## src/tgq_pkg.sv

```systemverilog
// Shared types, constants and helpers for the text glyph quad generator.
`default_nettype none

package tgq_pkg;

  typedef struct packed {
    logic [7:0]         char_code;
    logic               first_of_text;
    logic signed [15:0] start_x;
    logic signed [15:0] start_y;
  } tgq_in_t;

  typedef struct packed {
    logic signed [19:0] pos_x;
    logic signed [19:0] pos_y;
    logic [15:0]        tex_u;
    logic [15:0]        tex_v;
    logic               last_vertex;
  } tgq_out_t;

  typedef enum logic [2:0] {
    REG_FIRST_CODE   = 3'd0,
    REG_TABLE_SIZE   = 3'd1,
    REG_GLYPH_WIDTH  = 3'd2,
    REG_GLYPH_HEIGHT = 3'd3,
    REG_SCALE_X      = 3'd4,
    REG_SCALE_Y      = 3'd5
  } tgq_reg_e;

  localparam int unsigned CFG_IDX_W  = 3;
  localparam int unsigned CFG_DATA_W = 18;

  localparam logic [7:0]         RST_FIRST_CODE   = 8'd32;
  localparam logic [7:0]         RST_TABLE_SIZE   = 8'd96;
  localparam logic [7:0]         RST_GLYPH_WIDTH  = 8'd8;
  localparam logic [7:0]         RST_GLYPH_HEIGHT = 8'd16;
  localparam logic signed [17:0] RST_SCALE        = 18'sd0;

  localparam logic [7:0] CHAR_NUL     = 8'd0;
  localparam logic [7:0] CHAR_NEWLINE = 8'd10;
  localparam logic [7:0] CHAR_SPACE   = 8'd32;

  localparam logic [15:0] TEX_FULL = 16'hFFFF;
  localparam logic [15:0] TEX_ZERO = 16'h0000;

  localparam logic signed [19:0] Q_MIN   = 20'sh80000;
  localparam logic signed [19:0] Q_MAX   = 20'sh7FFFF;
  localparam logic signed [35:0] Q_MIN_W = -36'sd524288;
  localparam logic signed [35:0] Q_MAX_W = 36'sd524287;
  localparam logic [35:0]        ONE_W   = 36'd65536;

  localparam logic [2:0] VTX_FIRST = 3'd0;
  localparam logic [2:0] VTX_LAST  = 3'd5;

  typedef struct packed {
    logic       load;
    logic       mult;
    logic       start;
    logic       update;
    logic       emit;
    logic       finish;
    logic [2:0] vtx;
  } tgq_cmd_t;

  typedef struct packed {
    logic is_glyph;
    logic div_busy;
    logic out_free;
  } tgq_sts_t;

  function automatic logic signed [19:0] sat_q(input logic signed [35:0] v);
    logic signed [19:0] r;
    if (v < Q_MIN_W) begin
      r = Q_MIN;
    end else if (v > Q_MAX_W) begin
      r = Q_MAX;
    end else begin
      r = v[19:0];
    end
    return r;
  endfunction

  function automatic logic [35:0] ext20(input logic signed [19:0] v);
    return {{16{v[19]}}, v};
  endfunction

endpackage

`default_nettype wire

```

## src/tgq_divider.sv

```systemverilog
// Restoring divider, one quotient bit per cycle, for texture coordinates.
`default_nettype none

module tgq_divider (
  input  wire logic        clk,
  input  wire logic        rst_n,
  input  wire logic        start,
  input  wire logic [23:0] numer,
  input  wire logic [7:0]  denom,
  output logic             busy,
  output logic [15:0]      quot
);

  logic        busy_r;
  logic [3:0]  cnt_r;
  logic [7:0]  rem_r;
  logic [7:0]  den_r;
  logic [15:0] quo_r;

  logic [8:0]  trial;
  logic [8:0]  diff;
  logic        ge;
  logic [7:0]  rem_nxt;
  logic [15:0] quo_nxt;

  // Numerator high byte is always below the divisor, so 16 steps suffice.
  assign trial   = {rem_r, quo_r[15]};
  assign diff    = trial - {1'b0, den_r};
  assign ge      = (trial >= {1'b0, den_r});
  assign rem_nxt = ge ? diff[7:0] : trial[7:0];
  assign quo_nxt = {quo_r[14:0], ge};

  always_ff @(posedge clk) begin
    if (!rst_n) begin
      busy_r <= 1'b0;
      cnt_r  <= 4'd0;
    end else if (start) begin
      busy_r <= 1'b1;
      cnt_r  <= 4'd0;
    end else if (busy_r) begin
      cnt_r <= cnt_r + 4'd1;
      if (cnt_r == 4'hF) begin
        busy_r <= 1'b0;
      end
    end
  end

  always_ff @(posedge clk) begin
    if (start) begin
      rem_r <= numer[23:16];
      quo_r <= numer[15:0];
      den_r <= denom;
    end else if (busy_r) begin
      rem_r <= rem_nxt;
      quo_r <= quo_nxt;
    end
  end

  assign busy = busy_r;
  assign quot = quo_r;

  a_start_busy : assert property (@(posedge clk) disable iff (!rst_n)
    start |=> busy_r) else $error("divider did not start");
  a_div_length : assert property (@(posedge clk) disable iff (!rst_n)
    start |-> ##16 busy_r ##1 !busy_r) else $error("divider length wrong");

endmodule

`default_nettype wire

```

## src/tgq_datapath.sv

```systemverilog
// Configuration registers, cursor state, fixed-point arithmetic and vertex output.
`default_nettype none

module tgq_datapath (
  input  wire logic                             clk,
  input  wire logic                             rst_n,
  input  wire logic                             cfg_we,
  input  wire logic [tgq_pkg::CFG_IDX_W-1:0]    cfg_index,
  input  wire logic [tgq_pkg::CFG_DATA_W-1:0]   cfg_data,
  input  wire tgq_pkg::tgq_in_t                 in_data,
  output tgq_pkg::tgq_out_t                     out_data,
  output logic                                  out_valid,
  input  wire logic                             out_stall,
  input  wire tgq_pkg::tgq_cmd_t                cmd,
  output tgq_pkg::tgq_sts_t                     sts
);
  import tgq_pkg::*;

  typedef enum logic [2:0] {
    CLS_SKIP,
    CLS_END,
    CLS_NEWLINE,
    CLS_ADVANCE,
    CLS_GLYPH
  } cls_t;

  logic [7:0]         first_code_r;
  logic [7:0]         table_size_r;
  logic [7:0]         glyph_width_r;
  logic [7:0]         glyph_height_r;
  logic signed [17:0] scale_x_r;
  logic signed [17:0] scale_y_r;

  logic signed [19:0] cursor_x_r;
  logic signed [19:0] cursor_y_r;
  logic signed [19:0] left_border_r;
  logic               text_ended_r;

  logic signed [19:0] cell_w_r;
  logic signed [19:0] cell_h_r;
  tgq_in_t            item_r;
  logic signed [33:0] mul_x_r;
  logic signed [33:0] mul_y_r;
  logic signed [19:0] right_r;
  logic signed [19:0] bottom_r;
  logic               out_valid_r;
  tgq_out_t           out_r;

  logic signed [26:0] cw_prod;
  logic signed [26:0] ch_prod;
  logic signed [19:0] start_x_sat;
  logic signed [19:0] start_y_sat;
  logic signed [19:0] right_nxt;
  logic signed [19:0] bottom_nxt;
  logic [7:0]         k_idx;
  logic [7:0]         k_next;
  logic [23:0]        numer_left;
  logic [23:0]        numer_right;
  logic               div_start;
  logic               busy_left;
  logic               busy_right;
  logic [15:0]        u_left;
  logic [15:0]        u_right;
  cls_t               cls;
  tgq_out_t           vtx;

  assign cw_prod = $signed({1'b0, glyph_width_r}) * scale_x_r;
  assign ch_prod = $signed({1'b0, glyph_height_r}) * scale_y_r;

  assign start_x_sat = sat_q({{2{mul_x_r[33]}}, mul_x_r} - ONE_W);
  assign start_y_sat = sat_q({{2{mul_y_r[33]}}, mul_y_r} + ONE_W);
  assign right_nxt   = sat_q(ext20(cursor_x_r) + ext20(cell_w_r));
  assign bottom_nxt  = sat_q(ext20(cursor_y_r) + ext20(cell_h_r));

  assign k_idx       = item_r.char_code - first_code_r;
  assign k_next      = k_idx + 8'd1;
  assign numer_left  = {k_idx, 16'h0000} - {16'h0000, k_idx};
  assign numer_right = {k_next, 16'h0000} - {16'h0000, k_next};

  always_comb begin
    priority if (text_ended_r) begin
      cls = CLS_SKIP;
    end else if (item_r.char_code == CHAR_NUL) begin
      cls = CLS_END;
    end else if (item_r.char_code == CHAR_NEWLINE) begin
      cls = CLS_NEWLINE;
    end else if (item_r.char_code == CHAR_SPACE || item_r.char_code < first_code_r ||
                 k_idx >= table_size_r) begin
      cls = CLS_ADVANCE;
    end else begin
      cls = CLS_GLYPH;
    end
  end

  assign div_start = cmd.update && (cls == CLS_GLYPH);

  tgq_divider u_div_left (
    .clk   (clk),
    .rst_n (rst_n),
    .start (div_start),
    .numer (numer_left),
    .denom (table_size_r),
    .busy  (busy_left),
    .quot  (u_left)
  );

  tgq_divider u_div_right (
    .clk   (clk),
    .rst_n (rst_n),
    .start (div_start),
    .numer (numer_right),
    .denom (table_size_r),
    .busy  (busy_right),
    .quot  (u_right)
  );

  // Vertex order: LT, RT, LB, RT, RB, LB.
  always_comb begin
    vtx.last_vertex = 1'b0;
    unique case (cmd.vtx)
      3'd0: begin
        vtx.pos_x = cursor_x_r; vtx.pos_y = cursor_y_r;
        vtx.tex_u = u_left;     vtx.tex_v = TEX_ZERO;
      end
      3'd1, 3'd3: begin
        vtx.pos_x = right_r;    vtx.pos_y = cursor_y_r;
        vtx.tex_u = u_right;    vtx.tex_v = TEX_ZERO;
      end
      3'd2: begin
        vtx.pos_x = cursor_x_r; vtx.pos_y = bottom_r;
        vtx.tex_u = u_left;     vtx.tex_v = TEX_FULL;
      end
      3'd4: begin
        vtx.pos_x = right_r;    vtx.pos_y = bottom_r;
        vtx.tex_u = u_right;    vtx.tex_v = TEX_FULL;
      end
      default: begin
        vtx.pos_x = cursor_x_r; vtx.pos_y = bottom_r;
        vtx.tex_u = u_left;     vtx.tex_v = TEX_FULL;
        vtx.last_vertex = 1'b1;
      end
    endcase
  end

  always_ff @(posedge clk) begin
    if (!rst_n) begin
      first_code_r   <= RST_FIRST_CODE;
      table_size_r   <= RST_TABLE_SIZE;
      glyph_width_r  <= RST_GLYPH_WIDTH;
      glyph_height_r <= RST_GLYPH_HEIGHT;
      scale_x_r      <= RST_SCALE;
      scale_y_r      <= RST_SCALE;
      cursor_x_r     <= '0;
      cursor_y_r     <= '0;
      left_border_r  <= '0;
      text_ended_r   <= 1'b0;
      out_valid_r    <= 1'b0;
    end else begin
      if (cfg_we) begin
        unique case (cfg_index)
          REG_FIRST_CODE:   first_code_r   <= cfg_data[7:0];
          REG_TABLE_SIZE:   table_size_r   <= cfg_data[7:0];
          REG_GLYPH_WIDTH:  glyph_width_r  <= cfg_data[7:0];
          REG_GLYPH_HEIGHT: glyph_height_r <= cfg_data[7:0];
          REG_SCALE_X:      scale_x_r      <= cfg_data;
          REG_SCALE_Y:      scale_y_r      <= cfg_data;
          default: ;
        endcase
      end
      if (cmd.start && item_r.first_of_text) begin
        cursor_x_r    <= start_x_sat;
        cursor_y_r    <= start_y_sat;
        left_border_r <= start_x_sat;
        text_ended_r  <= 1'b0;
      end
      if (cmd.update) begin
        unique case (cls)
          CLS_END:     text_ended_r <= 1'b1;
          CLS_NEWLINE: begin
            cursor_x_r <= left_border_r;
            cursor_y_r <= bottom_nxt;
          end
          CLS_ADVANCE: cursor_x_r <= right_nxt;
          default: ;
        endcase
      end
      if (cmd.finish) begin
        cursor_x_r <= right_r;
      end
      if (cmd.emit) begin
        out_valid_r <= 1'b1;
      end else if (!out_stall) begin
        out_valid_r <= 1'b0;
      end
    end
  end

  always_ff @(posedge clk) begin
    cell_w_r <= sat_q({{9{cw_prod[26]}}, cw_prod});
    cell_h_r <= sat_q({{9{ch_prod[26]}}, ch_prod});
    if (cmd.load) begin
      item_r <= in_data;
    end
    if (cmd.mult) begin
      mul_x_r <= item_r.start_x * scale_x_r;
      mul_y_r <= item_r.start_y * scale_y_r;
    end
    if (div_start) begin
      right_r  <= right_nxt;
      bottom_r <= bottom_nxt;
    end
    if (cmd.emit) begin
      out_r <= vtx;
    end
  end

  assign sts.is_glyph = (cls == CLS_GLYPH);
  assign sts.div_busy = busy_left || busy_right;
  assign sts.out_free = !out_valid_r || !out_stall;

  assign out_valid = out_valid_r;
  assign out_data  = out_r;

  a_emit_free : assert property (@(posedge clk) disable iff (!rst_n)
    cmd.emit |-> (!out_valid_r || !out_stall)) else $error("vertex overwrote pending request");
  a_last_flag : assert property (@(posedge clk) disable iff (!rst_n)
    (cmd.emit && cmd.vtx == VTX_LAST) |=> (out_valid_r && out_r.last_vertex))
    else $error("sixth vertex lacks last flag");

endmodule

`default_nettype wire

```

## src/tgq_ctrl.sv

```systemverilog
// Controller state machine sequencing load, start position, layout, divide and emit.
`default_nettype none

module tgq_ctrl (
  input  wire logic              clk,
  input  wire logic              rst_n,
  input  wire logic              in_valid,
  output logic                   in_stall,
  input  wire tgq_pkg::tgq_sts_t sts,
  output tgq_pkg::tgq_cmd_t      cmd
);
  import tgq_pkg::*;

  typedef enum logic [2:0] {
    ST_IDLE,
    ST_MULT,
    ST_START,
    ST_CLASS,
    ST_DIVIDE,
    ST_EMIT
  } state_t;

  state_t     state_r;
  logic [2:0] vtx_r;

  always_ff @(posedge clk) begin
    if (!rst_n) begin
      state_r <= ST_IDLE;
      vtx_r   <= VTX_FIRST;
    end else begin
      unique case (state_r)
        ST_IDLE:  if (in_valid) state_r <= ST_MULT;
        ST_MULT:  state_r <= ST_START;
        ST_START: state_r <= ST_CLASS;
        ST_CLASS: state_r <= sts.is_glyph ? ST_DIVIDE : ST_IDLE;
        ST_DIVIDE: begin
          if (!sts.div_busy) begin
            state_r <= ST_EMIT;
            vtx_r   <= VTX_FIRST;
          end
        end
        ST_EMIT: begin
          if (sts.out_free) begin
            vtx_r <= vtx_r + 3'd1;
            if (vtx_r == VTX_LAST) begin
              state_r <= ST_IDLE;
            end
          end
        end
        default: state_r <= ST_IDLE;
      endcase
    end
  end

  assign in_stall   = (state_r != ST_IDLE);
  assign cmd.load   = (state_r == ST_IDLE) && in_valid;
  assign cmd.mult   = (state_r == ST_MULT);
  assign cmd.start  = (state_r == ST_START);
  assign cmd.update = (state_r == ST_CLASS);
  assign cmd.emit   = (state_r == ST_EMIT) && sts.out_free;
  assign cmd.finish = cmd.emit && (vtx_r == VTX_LAST);
  assign cmd.vtx    = vtx_r;

  a_emit_after_div : assert property (@(posedge clk) disable iff (!rst_n)
    (state_r == ST_EMIT) |-> !sts.div_busy) else $error("emit while dividing");
  a_emit_from_first : assert property (@(posedge clk) disable iff (!rst_n)
    $rose(state_r == ST_EMIT) |-> (vtx_r == VTX_FIRST)) else $error("quad starts mid-way");

endmodule

`default_nettype wire

```

## src/text_glyph_quad_generator_top.sv

```systemverilog
// Top level of the text glyph quad generator.
//
//   port group   direction  role
//   in_*         request in one text byte with optional start position
//   out_*        request out one vertex (six per printed glyph)
//   cfg_*        write      font table, cell size and scale registers
//
// A NUL, newline, space or non-table byte goes through load, start position and layout.
// A printed glyph then also runs the two parallel bit-serial dividers for the texture
// coordinates and emits its vertices.
// Output stalls lengthen the emit phase.
// Reset (rst_n low, synchronous) restores register defaults and clears the cursor.
`default_nettype none

module text_glyph_quad_generator_top (
  input  wire logic                           clk,
  input  wire logic                           rst_n,
  input  wire logic                           in_valid,
  output logic                                in_stall,
  input  wire tgq_pkg::tgq_in_t               in_data,
  output logic                                out_valid,
  input  wire logic                           out_stall,
  output tgq_pkg::tgq_out_t                   out_data,
  input  wire logic                           cfg_we,
  input  wire logic [tgq_pkg::CFG_IDX_W-1:0]  cfg_index,
  input  wire logic [tgq_pkg::CFG_DATA_W-1:0] cfg_data
);
  import tgq_pkg::*;

  tgq_cmd_t cmd;
  tgq_sts_t sts;

  tgq_ctrl u_ctrl (
    .clk      (clk),
    .rst_n    (rst_n),
    .in_valid (in_valid),
    .in_stall (in_stall),
    .sts      (sts),
    .cmd      (cmd)
  );

  tgq_datapath u_datapath (
    .clk       (clk),
    .rst_n     (rst_n),
    .cfg_we    (cfg_we),
    .cfg_index (cfg_index),
    .cfg_data  (cfg_data),
    .in_data   (in_data),
    .out_data  (out_data),
    .out_valid (out_valid),
    .out_stall (out_stall),
    .cmd       (cmd),
    .sts       (sts)
  );

endmodule

`default_nettype wire

```

## config.mk

```make
export PLATFORM = sky130hd
export DESIGN_NAME = text_glyph_quad_generator_top
export DESIGN_NICKNAME = d
export VERILOG_FILES = /design/src/tgq_pkg.sv /design/src/tgq_divider.sv /design/src/tgq_datapath.sv /design/src/tgq_ctrl.sv /design/src/text_glyph_quad_generator_top.sv
export SDC_FILE = /design/constraint.sdc
export NUM_CORES = 2
export LEC_CHECK = 0
export ABC_AREA = 1
export BUFFER_PORTS_ARGS = -buffer_cell sky130_fd_sc_hd__buf_2
export CAP_MARGIN = 20
export CELL_PAD_IN_SITES_DETAIL_PLACEMENT = 2
export CELL_PAD_IN_SITES_GLOBAL_PLACEMENT = 2
export CORE_UTILIZATION = 43
export DETAILED_ROUTE_END_ITERATION = 8
export PLACE_DENSITY_LB_ADDON = 0.1
export SYNTH_ARGS = -nofsm -noshare
export SYNTH_HDL_FRONTEND = slang
export SYNTH_SLANG_ARGS = --single-unit
```

## constraint.sdc

```tcl
create_clock -name clk -period 13 [get_ports clk]
set_input_delay 2.6 -clock clk [delete_from_list [all_inputs] [get_ports clk]]
set_output_delay 2.6 -clock clk [all_outputs]
set_load 0.005 [all_outputs]
```

======== After elaboration in Yosys (flattened, before gate mapping) ========
Cells that the tools add are included.
word-level totals
  register bits ........................... 464
  input bits .............................. 67
  output and inout bits ................... 75
  logic and storage cells ................. 182
operators by class
  $add $sub $neg .......................... 13
  multipliers ............................. 4
  order comparisons ....................... 16
  equal/unequal tests ..................... 28
  muxes and demuxes ....................... 53
  bitwise logic cells ..................... 1
  reduce and logical (&&, ||, !) cells .... 30
operators by type and width
  kind                                                             count
  two-way mux 20 bit                                               16
  one-hot mux 72 bit (3 select lines)                              1
  greater-than comparator 36 x 20 -> 1 bit, second input constant  4
  < comparator 36 x 20 -> 1 bit, second input constant             4
  multiplier 16 x 18 -> 34 bit                                     2
  two-way mux 16 bit                                               4
  greater-than comparator 27 x 20 -> 1 bit, second input constant  2
  < comparator 27 x 20 -> 1 bit, second input constant             2
  multiplier 9 x 18 -> 27 bit                                      2
  two-way mux 8 bit                                                6
  subtractor 24 x 8 -> 24 bit                                      2
  adder 20 x 20 -> 21 bit                                          2
  one-hot mux 20 bit (2 select lines)                              1
  adder 34 x 18 -> 35 bit, second input constant                   1
  subtractor 34 x 18 -> 35 bit, second input constant              1
  two-way mux 3 bit                                                11
  equality test 3 x 2 -> 1 bit, second input constant              8
  subtractor 8 bit                                                 3
  equality test 3 bit, second input constant                       7
  greater-or-equal comparator 9 x 8 -> 1 bit                       2
  one-hot mux 3 bit (6 select lines)                               1
  equality test 3 x 1 -> 1 bit, second input constant              4
  two-way mux 1 bit                                                12
  AND reduction 2 bit                                              6
  23 further kinds                                                 41

======== Depth between registers and ports, before layout ========
  depth in word-level cells ............... 11
  mapped depth ............................ 29
  gate-level depth less buffers ........... 27

======== Cells and area by module ========
From an unflattened synthesis, not the netlist that was laid out.
second synthesis, totals
  cells, all modules ...................... 7275
  area total of the unflattened synthesis .. 57269.9 µm²
by module, submodules not included
  module                                 times used  cells each  area each (µm²)  sequential area each (µm²)
  tgq_datapath                           1           6743        52763.1          9619.2
  tgq_divider at u_datapath.u_div_left   1           233         2062.0           1061.0
  tgq_divider at u_datapath.u_div_right  1           235         2047.0           1061.0
  tgq_ctrl                               1           64          397.9            120.1

======== Least setup slack after synthesis ========
No wires, ideal clock.
  path type ............................... reg-to-reg
  start point ............................. register u_datapath.scale_y_r[17]
  end point ............................... register u_datapath.mul_y_r[32] (data pin)
  library setup time ...................... 0.262 ns
  arrival time ............................ 5.952 ns
  required time ........................... 12.738 ns
  slack ................................... 6.786 ns
  cell stages (with the launch flop) ...... 24
  buffers on the path ..................... 2
  period minus slack after synthesis ...... 6.214 ns
  path through ............................ dfxtp_1 clkbuf_1 clkbuf_1 nand2_1 inv_1 fa_1 fa_1 inv_1 fa_1 fa_1 inv_1 fa_1 inv_1 fa_1 inv_1 ha_1 nand2_1 nor4_1 nand3_1 nand3_1 nand2_1 nand2_1 a21oi_1 xor2_1
on the way
  cells in the longest elaborated chain, start to end .. 1
ends and longest elaborated chain
  element                       RTL line             source
  from (decl)                   tgq_datapath.sv:32   logic signed [17:0] scale_y_r;
  from (signal assigned)        tgq_datapath.sv:166  REG_SCALE_Y: scale_y_r <= cfg_data;
  multiplier 16 x 18 -> 34 bit  tgq_datapath.sv:206  mul_y_r <= item_r.start_y * scale_y_r;
  to (signal assigned)          tgq_datapath.sv:206
  to (decl)                     tgq_datapath.sv:43   logic signed [33:0] mul_y_r;
Every way passes these cells.
A chain may end at the register's enable or synchronous reset.

======== Worst setup path after layout ========
  start point ............................. register u_datapath.item_r[17] in the netlist's numbering
  end point ............................... register u_datapath.mul_x_r[33] (data pin)
on the way
  cells in the longest elaborated chain, start to end .. 1
ends and longest elaborated chain
  element                       RTL line             source
  from (decl)                   tgq_datapath.sv:41   tgq_in_t item_r;
  from (signal assigned)        tgq_datapath.sv:202  item_r <= in_data;
  multiplier 16 x 18 -> 34 bit  tgq_datapath.sv:205  mul_x_r <= item_r.start_x * scale_x_r;
  to (signal assigned)          tgq_datapath.sv:205
  to (decl)                     tgq_datapath.sv:42   logic signed [33:0] mul_x_r;
Every way passes these cells.

==> reports/qor.yml <==
final_nets: 8142
synth.distinct_cells: 64
static-leakage-power_nw: 32.1
switching_share_of_total_power_pct: 43.1
first_pass_grt_wire_length_um: 315000
register_share_of_total_power_pct: 30.1
max-clock-path-buffers: 3
timing.reg2reg.setup_slack_ns: 5.93
cell_internal_pwr_w: 0.00369
period_minus_slack_ns: 7.07
synth.cell_area_um2: 55800
flow.area_growth_from_synthesis_pct: 7.63
rsz0062_at_grt: "false"
final-hold-violation-count: 0
regToRegEndpoint: "u_datapath.mul_x_r[33]"
boundaryPins: 142
setup_total_neg_slack_ns: 0
cts-root-buf: "sky130_fd_sc_hd__clkbuf_16"
max_freq_ghz: 0.141
core_area_um2: 128000
worst-slew-pin-transition_ns: 1.15
drv_slew: 0
r2r-start: "u_datapath.item_r[17]"
synthCells: 6923
drt-pass1-iter-count: 5
synthMuxAreaShare_pct: 0
hold_depth: 0
drive_gt1_share_pct: 6.36
yosys_most_used_dff: "sky130_fd_sc_hd__edfxtp_1"
synthXorXnorAreaFrac_pct: 3.13
max_slew_margin_pct: 23.3
place.gp.congestion: 0.861
power_per_cell_area_nw_per_um2: 108
path_cells: "nand2_1, inv_1, fa_1, fa_1, inv_1, fa_1, fa_1, fa_1, inv_1, fa_1, ha_1, nand2_1, nor3_1, nand3_1, nand4_1, nand3_1, nand2_1, nand4_1, nand3b_1, nand2_1"
post_cts_buffers: 0
critical_path.max_stage_delay_ns: 0.93
synth_top_family_by_area: "adder cells"
finalCritPeriodShare_pct: 54.4
timing.critical_path.required_ns: 13.46
cts_made_buffers: 60
worst_r2r_path_depth: 20
synth.avg_cell_area_um2: 8.06
start_kind: "register"
die_area_um2: 131000
row_count: 131
tritoncts: "built"
post_drt_via_cell_ratio: 5.29
skew_ns: 0.0786
min_delay_worst_endpoint: "u_datapath.u_div_left.den_r[1]"
hold_buffers: 0
crit_arrival_ns: 7.53
cts_resized: 0
synth_compound_area_share_pct: 7.89
globalRouteOverflowTotal: 0
dp.final_hpwl_um: 160000
clock_sink_count: 449
critical-path-slowest-cell: "sky130_fd_sc_hd__edfxtp_1"
path_clk_slew_ns: 0.07
area_share_of_fa_ha_maj_cells_after_synthesis_pct: 37.4
maxCapViolations: 0
cts_max_level: 2
routedWlPerCell_um: 23.1
grt_max_degree: 90
ant_nets: 0
start_util_pct: 43.5
ys_ff_latch: 449
place_worst_setup_slack_ns: 6.03
critical_path_class: "reg -> reg"
drt_iter0_markers: 2484
max-vdd-ir-drop_uv: 107
wl_um: 201000
power.net_switching_w: 0.00280
vias: 45884
placement.io_buffers: 141
synth_enable_flop_cells: 263
power.combinational.fraction_pct: 42.9
syn-num-nets: 8172
ys_seq_area_share_pct: 20.8
grt_antenna_before_repair: 11
drt_drc_violations_left: 0
setup_violations: 0
min_path_type: "reg -> reg"
clk-insertion-delay-late_ns: 0.71
timing.critical_path.fanout_max: 18
status: "finished clean"
critical_path.most_common_cell: "sky130_fd_sc_hd__fa_1"
horizontal_die_dimension_um: 362
synth_warnings: 0
ys_async_sr_fraction_pct: 0
postLayoutSetupSlackWorst_ns: 5.93
critical_path.endpoint_type: "register"
min_from: "u_datapath.table_size_r[1]"
p_clk_share_pct: 27.0
grt_pass1_vias: 54015
grt_util_all_layers_pct: 31.1
fp.dieH_um: 362
post_synth_and_or_nand_nor_area_fraction_pct: 16.9
-- kinds of logic (layout without fill, tap and decap cells) --
logic type | count (synthesis) | after routing
AND/OR/NAND/NOR | 2295 | 2295
buffers and inverters | 2017 | 2039
adder cells (fa/ha/maj) | 1182 | 1182
AO/OA/AOI/OAI | 785 | 785
flip-flops | 449 | 449
XOR/XNOR | 195 | 195
other | 0 | 3
-- worst max-delay path, delay by kind of cell (launching register included) --
| family | cells | cell delay (ns) |
|---|---|---|
| fa+ha+maj | 7 | 3.83 |
| simple gates | 10 | 1.66 |
| flops | 1 | 0.93 |
| buf+inv | 3 | 0.39 |
-- flip-flops by register name, summed over array words and instances, names as in the netlist, 20 cells and up --
signal / flops
u_datapath.bottom_r: 20
u_datapath.cell_h_r: 20
u_datapath.cell_w_r: 20
u_datapath.cursor_x_r: 20
u_datapath.cursor_y_r: 20
u_datapath.item_r: 41
u_datapath.left_border_r: 20
u_datapath.mul_x_r: 34
u_datapath.mul_y_r: 34
u_datapath.out_data: 58
u_datapath.right_r: 20
-- metrics by stage --
stage / util [%] / hold slack (ns) / area, um^2 / power [W] / std cells
2_1_floorplan: - / 0.408 / 55800 / 0.00376 / 6923
3_3_place_gp: 45.2 / 0.414 / 58000 / 0.00450 / 8559
3_5_place_dp: 45.2 / 0.424 / 58000 / 0.00473 / 8559
4_1_cts: 46.8 / 0.436 / 60000 / 0.00653 / 8673
5_1_grt: 46.8 / 0.447 / 60000 / 0.00689 / 8674
6_report: 46.9 / 0.432 / 60100 / 0.00649 / 8677
-- worst max-delay path by stage --
stage / slack [ns] / to / cells after the start / start
after floorplan: 6.79 / u_datapath.mul_y_r[32] / 23 / u_datapath.scale_y_r[17]
after global placement: 6.45 / u_datapath.mul_y_r[32] / 22 / u_datapath.scale_y_r[17]
after detailed placement: 6.03 / u_datapath.mul_x_r[33] / 20 / u_datapath.item_r[18]
after CTS: 5.97 / u_datapath.mul_x_r[33] / 20 / u_datapath.item_r[17]
after global routing: 5.64 / u_datapath.mul_x_r[33] / 20 / u_datapath.item_r[17]
final: 5.93 / u_datapath.mul_x_r[33] / 20 / u_datapath.item_r[17]
-- synth_stat cells (all sizes together) (23+ instances only) --
cell	count	share of area, %
a21oi	331	3.1
buf	56	0.63
clkbuf	249	1.7
dfxtp	186	6.7
edfxtp	263	14
fa	813	29
ha	369	8.3
inv	1706	11
nand2	1594	11
nand3	155	1.5
nand4	48	0.55
nor2	408	3.0
nor3	46	0.45
o21ai	298	2.7
o31ai	30	0.43
or2	23	0.26
xnor2	80	1.3
xor2	115	1.9
-- layer usage --
layer	GRT usage [%]	routed length, um	up-vias
li1	-	-	20682
met1	38.9	84700	23997
met2	56.1	102000	882
met3	2.75	6790	317
met4	10.3	6870	6
met5	0	34	-
-- layout by cell type (no fill, tap or decap), types with 7 or more instances in the layout --
cell	Yosys	layout
sky130_fd_sc_hd__inv_1	1697	1696
sky130_fd_sc_hd__nand2_1	1570	1570
sky130_fd_sc_hd__fa_1	813	813
sky130_fd_sc_hd__nor2_1	376	370
sky130_fd_sc_hd__ha_1	369	369
sky130_fd_sc_hd__a21oi_1	316	316
sky130_fd_sc_hd__o21ai_0	267	267
sky130_fd_sc_hd__edfxtp_1	263	263
sky130_fd_sc_hd__dfxtp_1	186	186
sky130_fd_sc_hd__nand3_1	144	144
sky130_fd_sc_hd__buf_2	12	140
sky130_fd_sc_hd__xor2_1	110	110
sky130_fd_sc_hd__xnor2_1	80	80
sky130_fd_sc_hd__buf_4	21	72
sky130_fd_sc_hd__clkbuf_16	0	61
sky130_fd_sc_hd__nand4_1	47	47
sky130_fd_sc_hd__nor3_1	42	42
sky130_fd_sc_hd__o31ai_1	29	29
sky130_fd_sc_hd__o21ai_1	29	28
sky130_fd_sc_hd__nor2_2	24	27
sky130_fd_sc_hd__nand2_2	20	20
sky130_fd_sc_hd__a21o_1	19	19
sky130_fd_sc_hd__or2_2	19	19
sky130_fd_sc_hd__a31oi_1	18	18
sky130_fd_sc_hd__o22ai_1	16	16
sky130_fd_sc_hd__o21bai_1	15	15
sky130_fd_sc_hd__o211ai_1	15	15
sky130_fd_sc_hd__clkbuf_1	249	15
sky130_fd_sc_hd__a21oi_2	14	14
sky130_fd_sc_hd__o32ai_1	11	11
sky130_fd_sc_hd__inv_2	9	10
sky130_fd_sc_hd__clkinv_1	6	10
sky130_fd_sc_hd__nand3_2	10	10
sky130_fd_sc_hd__nor2_4	6	9
sky130_fd_sc_hd__a21boi_0	9	9
sky130_fd_sc_hd__clkinvlp_4	0	8
sky130_fd_sc_hd__clkinv_2	0	8
sky130_fd_sc_hd__o21a_1	7	7
-- cell type report --
class | instances | area (um^2)
fill | 14484 | 68100
multi-input combinational | 4457 | 36500
sequential | 449 | 11600
inverter | 1712 | 6430
tap | 1729 | 2160
clock buffer | 81 | 1650
timing repair buffer | 213 | 1270
clock inverter | 33 | 404
antenna | 3 | 7.51
-- power by group through the flow --
| stage | registers (W) | logic, W | clock network [W] |
|---|---|---|---|
| after global placement | 0.00196 | 0.00253 | 0 |
| after detailed placement | 0.00198 | 0.00275 | 0 |
| final | 0.00195 | 0.00278 | 0.00175 |
| after global routing | 0.00197 | 0.00309 | 0.00183 |
| after CTS | 0.00195 | 0.00280 | 0.00178 |
| after floorplan | 0.00186 | 0.00190 | 0 |
Power figures use the tool's default switching activity.
